===== src/sv/assert_macros.svh =====
// Assertion macros shared by the quote-aware search RTL.
`ifndef ASSERT_MACROS_SVH
`define ASSERT_MACROS_SVH

// Check a property on every rising clock edge, off while in reset.
`define QASS_ASSERT(lbl, prop, msg) \
  lbl: assert property (@(posedge clk_i) disable iff (!rst_ni) (prop)) else $error(msg);

// Check that one condition implies another in the same cycle.
`define QASS_ASSERT_IMPLIES(lbl, ante, cons, msg) \
  `QASS_ASSERT(lbl, (ante) |-> (cons), msg)

// Check that one condition implies another in the next cycle.
`define QASS_ASSERT_NEXT(lbl, ante, cons, msg) \
  `QASS_ASSERT(lbl, (ante) |=> (cons), msg)

`endif


===== src/sv/qass_pkg.sv =====
// Shared constants and types of the quote-aware substring search.
`default_nettype none

package qass_pkg;

  localparam int PATTERN_MAX   = 8;
  localparam int POSITION_BITS = 16;
  localparam int COUNT_BITS    = POSITION_BITS + 1;
  localparam int LEN_BITS      = 4;
  localparam int CHAR_BITS     = 8;
  localparam int PAT_BITS      = 64;
  localparam int CFG_IDX_BITS  = 2;
  localparam int CFG_DATA_BITS = 64;

  localparam logic [CHAR_BITS-1:0] QUOTE_SINGLE = 8'h27;
  localparam logic [CHAR_BITS-1:0] QUOTE_DOUBLE = 8'h22;

  typedef enum logic [CFG_IDX_BITS-1:0] {
    CFG_PATTERN_LEN   = 2'd0,
    CFG_PATTERN_BYTES = 2'd1
  } cfg_reg_e;

  typedef struct packed {
    logic                     found;
    logic [POSITION_BITS-1:0] position;
    logic                     too_long;
  } result_t;

endpackage

`default_nettype wire


===== src/sv/qass_out_buf.sv =====
// Two-entry result buffer between the search core and the output channel.
`default_nettype none

module qass_out_buf (
  input  wire logic             clk_i,
  input  wire logic             rst_ni,
  input  wire logic             push_i,
  input  wire qass_pkg::result_t data_i,
  output logic                  ready_o,
  output logic                  valid_o,
  output qass_pkg::result_t     data_o,
  input  wire logic             pop_ready_i
);

  logic [1:0]        count_q, count_d;
  qass_pkg::result_t head_q, head_d;
  qass_pkg::result_t tail_q, tail_d;
  logic              pop;

  assign valid_o = (count_q != 2'd0);
  assign ready_o = (count_q != 2'd2);
  assign data_o  = head_q;
  assign pop     = valid_o && pop_ready_i;

  always_comb begin
    count_d = count_q;
    head_d  = head_q;
    tail_d  = tail_q;
    if (push_i && !pop) begin
      // append behind what is stored
      if (count_q == 2'd0) begin
        head_d = data_i;
      end else begin
        tail_d = data_i;
      end
      count_d = count_q + 2'd1;
    end else if (pop && !push_i) begin
      head_d  = tail_q;
      count_d = count_q - 2'd1;
    end else if (pop && push_i) begin
      if (count_q == 2'd1) begin
        head_d = data_i;
      end else begin
        head_d = tail_q;
        tail_d = data_i;
      end
    end
  end

  always_ff @(posedge clk_i or negedge rst_ni) begin
    if (!rst_ni) begin
      count_q <= 2'd0;
    end else begin
      count_q <= count_d;
    end
  end

  always_ff @(posedge clk_i) begin
    head_q <= head_d;
    tail_q <= tail_d;
  end

endmodule

`default_nettype wire


===== src/sv/quote_aware_substring_search.sv =====
// Top level of the quote-aware substring search.
`default_nettype none
`include "assert_macros.svh"

// Streams a text string in one character per transfer and reports, on the
// transfer marked last_char_i, whether the configured pattern starts at some
// position outside single- or double-quoted text, and the first such start.
// Each quote character toggles its own flag, even inside the other kind of
// quote; quote characters and quoted positions never start a match, but a
// match may run on into quoted text. A pattern length of 0 reports found at
// position 0; lengths above 8 act as 8. Positions saturate at 65535, and
// too_long_o flags a last character whose index lay beyond that range.
// Rate: one character per clock cycle. The window compare runs in the same
// cycle the character is taken, from the character window registers into
// the result buffer; a result appears in the cycle after its last character.
// The two-entry result buffer lets input keep flowing while a result waits;
// input stalls only while both entries hold results not yet taken.
// Configuration writes (index 0: pattern length, index 1: pattern bytes,
// first character in the low byte) are always accepted and are expected
// between strings; other indexes are ignored.
module quote_aware_substring_search (
  input  wire logic                                  clk_i,
  input  wire logic                                  rst_ni,
  // configuration write channel
  input  wire logic                                  cfg_valid_i,
  output logic                                       cfg_ready_o,
  input  wire logic [qass_pkg::CFG_IDX_BITS-1:0]     cfg_index_i,
  input  wire logic [qass_pkg::CFG_DATA_BITS-1:0]    cfg_data_i,
  // character input channel
  input  wire logic                                  in_valid_i,
  output logic                                       in_ready_o,
  input  wire logic [qass_pkg::CHAR_BITS-1:0]        char_code_i,
  input  wire logic                                  last_char_i,
  // result output channel
  output logic                                       out_valid_o,
  input  wire logic                                  out_ready_i,
  output logic                                       found_o,
  output logic [qass_pkg::POSITION_BITS-1:0]         position_o,
  output logic                                       too_long_o
);

  localparam int P  = qass_pkg::PATTERN_MAX;
  localparam int PB = qass_pkg::POSITION_BITS;

  // configuration registers
  logic [qass_pkg::LEN_BITS-1:0]  pat_len_q;
  logic [qass_pkg::PAT_BITS-1:0]  pat_bytes_q;

  // per-string state: character window, start flags and start positions
  logic [qass_pkg::CHAR_BITS-1:0] win_q  [P];
  logic [qass_pkg::CHAR_BITS-1:0] win_d  [P];
  logic                           elig_q [P];
  logic                           elig_d [P];
  logic [PB-1:0]                  sidx_q [P];
  logic [PB-1:0]                  sidx_d [P];
  logic                           sq_q, sq_d;
  logic                           dq_q, dq_d;
  logic [qass_pkg::COUNT_BITS-1:0] cnt_q, cnt_d;
  logic                           seen_q, seen_d;
  logic [PB-1:0]                  start_q, start_d;

  logic                           in_xfer;
  logic                           buf_ready;
  logic                           is_quote;
  logic [PB-1:0]                  pos_cur;
  logic [qass_pkg::LEN_BITS-1:0]  len_eff;
  logic                           new_hit;
  logic [PB-1:0]                  new_start;
  logic                           ok;
  qass_pkg::result_t              res_d;
  qass_pkg::result_t              res_o;

  assign cfg_ready_o = 1'b1;
  assign in_ready_o  = buf_ready;
  assign in_xfer     = in_valid_i && in_ready_o;

  // Hold the configuration; drop writes to unknown indexes.
  always_ff @(posedge clk_i or negedge rst_ni) begin
    if (!rst_ni) begin
      pat_len_q   <= qass_pkg::LEN_BITS'(1);
      pat_bytes_q <= '0;
    end else if (cfg_valid_i && cfg_ready_o) begin
      unique case (cfg_index_i)
        qass_pkg::CFG_PATTERN_LEN: begin
          pat_len_q <= cfg_data_i[qass_pkg::LEN_BITS-1:0];
        end
        qass_pkg::CFG_PATTERN_BYTES: begin
          pat_bytes_q <= cfg_data_i[qass_pkg::PAT_BITS-1:0];
        end
        default: begin
        end
      endcase
    end
  end

  always_comb begin
    // Clamp the pattern length to the window depth.
    if (pat_len_q > qass_pkg::LEN_BITS'(P)) begin
      len_eff = qass_pkg::LEN_BITS'(P);
    end else begin
      len_eff = pat_len_q;
    end

    // Saturate the index of this character.
    pos_cur = cnt_q[PB] ? {PB{1'b1}} : cnt_q[PB-1:0];
    cnt_d   = cnt_q[PB] ? cnt_q : cnt_q + qass_pkg::COUNT_BITS'(1);

    // Toggle each quote flag on its own character.
    is_quote = (char_code_i == qass_pkg::QUOTE_SINGLE) ||
               (char_code_i == qass_pkg::QUOTE_DOUBLE);
    sq_d = sq_q ^ (char_code_i == qass_pkg::QUOTE_SINGLE);
    dq_d = dq_q ^ (char_code_i == qass_pkg::QUOTE_DOUBLE);

    // Advance the window by one character; the newest sits in the top slot.
    for (int k = 0; k < P - 1; k++) begin
      win_d[k]  = win_q[k+1];
      elig_d[k] = elig_q[k+1];
      sidx_d[k] = sidx_q[k+1];
    end
    win_d[P-1]  = char_code_i;
    elig_d[P-1] = !is_quote && !sq_q && !dq_q;
    sidx_d[P-1] = pos_cur;

    // For each possible length, the match would start in slot P - L.
    new_hit   = 1'b0;
    new_start = '0;
    for (int l = 1; l <= P; l++) begin
      ok = elig_d[P-l];
      for (int j = 0; j < l; j++) begin
        if (win_d[P-l+j] != pat_bytes_q[8*j +: 8]) begin
          ok = 1'b0;
        end
      end
      if (len_eff == qass_pkg::LEN_BITS'(l)) begin
        new_hit   = ok;
        new_start = sidx_d[P-l];
      end
    end

    // Keep only the first completed match.
    seen_d  = seen_q || new_hit;
    start_d = (!seen_q && new_hit) ? new_start : start_q;

    // Result for a last character; an empty pattern matches at the start.
    res_d.too_long = cnt_q[PB];
    if (len_eff == '0) begin
      res_d.found    = 1'b1;
      res_d.position = '0;
    end else begin
      res_d.found    = seen_d;
      res_d.position = seen_d ? start_d : '0;
    end
  end

  // Advance the string state on each transfer; clear it after the last one.
  always_ff @(posedge clk_i or negedge rst_ni) begin
    if (!rst_ni) begin
      for (int k = 0; k < P; k++) begin
        win_q[k]  <= '0;
        elig_q[k] <= 1'b0;
        sidx_q[k] <= '0;
      end
      sq_q    <= 1'b0;
      dq_q    <= 1'b0;
      cnt_q   <= '0;
      seen_q  <= 1'b0;
      start_q <= '0;
    end else if (in_xfer) begin
      if (last_char_i) begin
        for (int k = 0; k < P; k++) begin
          win_q[k]  <= '0;
          elig_q[k] <= 1'b0;
          sidx_q[k] <= '0;
        end
        sq_q    <= 1'b0;
        dq_q    <= 1'b0;
        cnt_q   <= '0;
        seen_q  <= 1'b0;
        start_q <= '0;
      end else begin
        for (int k = 0; k < P; k++) begin
          win_q[k]  <= win_d[k];
          elig_q[k] <= elig_d[k];
          sidx_q[k] <= sidx_d[k];
        end
        sq_q    <= sq_d;
        dq_q    <= dq_d;
        cnt_q   <= cnt_d;
        seen_q  <= seen_d;
        start_q <= start_d;
      end
    end
  end

  qass_out_buf u_out_buf (
    .clk_i       (clk_i),
    .rst_ni      (rst_ni),
    .push_i      (in_xfer && last_char_i),
    .data_i      (res_d),
    .ready_o     (buf_ready),
    .valid_o     (out_valid_o),
    .data_o      (res_o),
    .pop_ready_i (out_ready_i)
  );

  assign found_o    = res_o.found;
  assign position_o = res_o.position;
  assign too_long_o = res_o.too_long;

  `QASS_ASSERT_NEXT(a_last_gives_result, in_xfer && last_char_i, out_valid_o, "last character gave no result")
  `QASS_ASSERT_IMPLIES(a_stall_only_full, !in_ready_o, out_valid_o, "input stalled with no result pending")
  `QASS_ASSERT_IMPLIES(a_no_match_pos_zero, out_valid_o && !found_o, position_o == '0, "position set without a match")
  `QASS_ASSERT(a_count_saturates, !(cnt_q[PB] && (cnt_q[PB-1:0] != '0)), "character count passed saturation")

endmodule

`default_nettype wire


===== config.mk =====
export PLATFORM = sky130hd
export DESIGN_NAME = quote_aware_substring_search
export DESIGN_NICKNAME = d
export VERILOG_FILES = /design/src/sv/qass_pkg.sv /design/src/sv/qass_out_buf.sv /design/src/sv/quote_aware_substring_search.sv
export VERILOG_INCLUDE_DIRS = /design/src /design/src/sv
export SDC_FILE = /design/constraint.sdc
export NUM_CORES = 1
export LEC_CHECK = 0
export BUFFER_PORTS_ARGS = -buffer_cell sky130_fd_sc_hd__buf_2
export CORE_MARGIN = 4
export CORE_UTILIZATION = 62
export DETAILED_ROUTE_END_ITERATION = 7
export GPL_TIMING_DRIVEN = 0
export PLACE_DENSITY_LB_ADDON = 0.25
export SYNTH_ARGS = -nofsm -noshare
export SYNTH_HDL_FRONTEND = slang
export SYNTH_SLANG_ARGS = --single-unit

===== constraint.sdc =====
create_clock -name clk_i -period 3.65 [get_ports clk_i]
set_clock_uncertainty 0.15 [all_clocks]
set_input_delay 0.73 -clock clk_i [delete_from_list [all_inputs] [get_ports clk_i]]
set_output_delay 0.73 -clock clk_i [all_outputs]
set_load 0.1 [all_outputs]

==> qor.txt <==
status - finished clean
final-report max-slew violation count - 0
# fillers - 2201
routed wire length - 63700 um
Pint - 0.00746 W
Antenna Nets Post-Route - 0
reg2reg path depth - 10
fmax - 274 MHz
R2R Setup Slk - 0.8 ps
die area - 31800 um^2
H-tree levels - 2
Max Cap Viol - 0
sequential share of the synthesized area - 0.451
Die H - 178 um
NetSw - 0.00524 W
cell mode on critical path - or4_1
Max rail drop VDD - 0.000540 V
Reg2Reg Launch Point - win_d[35]$_DFFE_PN0P_
# DRC - 0
main flop type after synthesis - dfrtp_1
Routed WL per cell - 26.3 um
first-pass GRT wire length - 95300 um
Worst Setup Start Kind - register
die extent in x - 178 um
share of layout cells above drive strength 1 - 0.151
gr ovfl total - 0
largest net degree at the start of global routing - 102
1st-iter DRT viols - 2364
Max FO, Critical Path - 10
area grow syn2layout - 11.8%
total power per unit cell area - 632 nW/um^2
CTS buffer count - 35
Tcrit/Tclk final - 1.00
post-synthesis register bit count - 317
ys async rst share - 0.886
final setup vio count - 0
DRT Pass-1 Iters - 6
slew of the pin with the lowest slew margin - 977 ps
data required time of the critical path - 3910 ps
# IOs - 101
Clock Tree Root - clkbuf_16
Ys Warns - 0
count of unique library cells instantiated by Yosys - 70
pre-CTS setup slack - -1260 ps
slew margin rel. - 0.349
setup repair after global routing missed its margin - yes
IO Port Bufs - 95
Total GRT Usage - 0.401
Crit Path Class - register to register
Hold Buf Count CTS - 0
hpwl dp - 46700 um
Post-Synthesis Cells - 1911
critical-path cell list - clkbuf_1 > xnor2_1 > nand4_1 > or4_1 > o41ai_2 > o211ai_1 > o41a_4 > buf_1 > or4_1 > o311ai_1
R2R Path End - start_q[12]$_DFFE_PN0P_
via/cell ratio - 6.53
CTS max path bufs - 3
Initial Utilization - 0.628
vias in the first global route - 15400
mapped cell area - 18000 um^2
post-route setup slack - 0.813 ps
Clock Power Share - 0.273
Critical Path Source - win_d[35]$_DFFE_PN0P_
Final Hold Fails - 0
CP arrival - 3910 ps
num rows - 62
CTS tree - yes
Lkg Pwr - 8.66 nW
clk slew on worst S/H paths - 60 ps
worst hold margin - 42.6 ps
slowest CP cell - or4_1
EDFF count, synth - 36
Crit. End Element - register
Final Critical Period - 3650 ps
switch share - 0.412
clock tree sinks - 317
Clk Latency, worst-skew pair - 550 ps
Comb power frac - 0.334
Flop pwr share - 0.393
core area - 28600 um^2
syn avg cell area - 9.41 um^2
Worst Hold Class - primary input to async pin
Placer Congestion - 1.05
initial antenna violation count - 0
max incr delay on CP - 580 ps
Vias - 15800
final net count - 2095
Synthesized Nets - 1998
==> synthesized netlist by cell type, types with 22 or more instances <==
| cell type | number | share of area |
|---|---|---|
| o31ai_1 | 28 | 0.012 |
| dfrtp_1 | 280 | 0.39 |
| nand4_1 | 44 | 0.015 |
| a22oi_1 | 35 | 0.015 |
| xnor2_1 | 152 | 0.074 |
| inv_1 | 65 | 0.014 |
| nand2b_1 | 22 | 0.0077 |
| nand2_1 | 355 | 0.074 |
| edfxtp_1 | 36 | 0.060 |
| xor2_1 | 93 | 0.045 |
| mux2_2 | 69 | 0.043 |
| nand3b_1 | 135 | 0.056 |
| nor4_1 | 33 | 0.011 |
| nand3_1 | 30 | 0.0083 |
| clkbuf_1 | 149 | 0.031 |
| o21ai_0 | 93 | 0.026 |
| nor2_1 | 24 | 0.0050 |
==> sequential cells by signal, indices dropped and copies added (netlist names) <==
signal,count
dq_q,1
pat_len_q,4
cnt_q,17
start_q,16
u_out_buf.count_q,2
sidx_d,112
seen_q,1
elig_d,7
sq_q,1
u_out_buf.data_o,18
win_d,56
pat_bytes_q,64
u_out_buf.tail_q,18
==> through the flow <==
step | utilization | setup TNS (ps) | power, W | area, um^2 | std cells
5_1_grt | 0.702 | -27.7 | 0.0131 | 20100 | 2415
6_report | 0.702 | 0 | 0.0127 | 20100 | 2417
2_1_floorplan | - | 0 | 0.00765 | 18000 | 1911
3_3_place_gp | 0.662 | -982220 | 0.00899 | 18900 | 2390
4_1_cts | 0.703 | 0 | 0.0125 | 20100 | 2431
3_5_place_dp | 0.664 | -48910 | 0.00911 | 19000 | 2392
==> layer usage <==
| metal | share of wire | wire length [um] | vias to the layer above | global-route usage |
|---|---|---|---|---|
| li1 | - | - | 6800 | - |
| met4 | 0.035 | 2210 | 0 | 0.120 |
| met1 | 0.40 | 25400 | 7682 | 0.568 |
| met2 | 0.42 | 26800 | 1111 | 0.578 |
| met3 | 0.15 | 9290 | 182 | 0.148 |
| met5 | 0 | 0 | - | 0 |
==> how the worst max path moves through the flow <==
stage                                     endpoint  slack [ps]  cells past startpoint
global route         u_out_buf.data_o[9]$_DFFE_PP_         -20                     11
global placement            sidx_d[24]$_DFFE_PN0P_       -3330                      1
finish                     start_q[12]$_DFFE_PN0P_         0.8                     10
detailed placement   u_out_buf.data_o[9]$_DFFE_PP_       -1260                     15
CTS                  u_out_buf.data_o[9]$_DFFE_PP_           3                     10
floorplan           u_out_buf.data_o[10]$_DFFE_PP_         230                     10
==> power by group through the flow <==
stage               Clock [W]  Sequential [W]  Combinational, W
detailed placement          0         0.00459           0.00452
finish                0.00347         0.00499           0.00424
global route          0.00361         0.00500           0.00450
global placement            0         0.00457           0.00442
CTS                   0.00346         0.00477           0.00431
floorplan                   0         0.00503           0.00263
==> cell usage in the layout (no fill, tap or decap), types with 30 or more instances in the layout <==
cell type  count
clkbuf_16     35
nand4_1       44
nand3b_1     135
dfrtp_1      269
clkbuf_1     106
xor2_1        93
mux2_2        69
edfxtp_1      36
nand3_1       30
inv_1         63
xnor2_1      152
o21ai_0       91
a22oi_1       35
buf_2        109
nand2_1      354
nor4_1        30
==> worst max-delay path: cells and delay by family, from the launching register on <==
kind	cells	cell delay, ps
compound gates	4	700
xor+xnor	1	270
buf+inv	2	710
flops	1	320
simple gates	3	1370
==> cell type report <==
type | instances | area (um^2) | area share
antenna | 2 | 5.00 | 0.000249
clock buffer | 50 | 992 | 0.0493
tap | 384 | 480 | 0.0239
buffer | 154 | 706 | 0.0351
sequential | 317 | 8130 | 0.404
timing repair buffer | 100 | 563 | 0.0280
inverter | 70 | 269 | 0.0134
clock inverter | 10 | 121 | 0.00604
multi-input combinational | 1330 | 8840 | 0.440
==> timing repair <==
action | CTS | global route
pin swaps | 0 | 1
gates resized for setup | 19 | 29
buffers inserted | 1 | 2
setup endpoints to repair | 64 | 63
gates cloned | 0 | 0
==> cell families (layout without fill, tap and decap cells) <==
family	count (synthesis)	after routing	synth area share
AND/OR/NAND/NOR	728	728	0.213
buffers and inverters	264	384	0.0605
other	1	3	0.000208
flip-flops	317	317	0.451
multiplexers	72	72	0.0449
AO/OA/AOI/OAI	277	277	0.107
adder cells (fa/ha/maj)	7	7	0.00487
XOR/XNOR	245	245	0.119
Note: power is estimated with default switching activity, not from simulation.
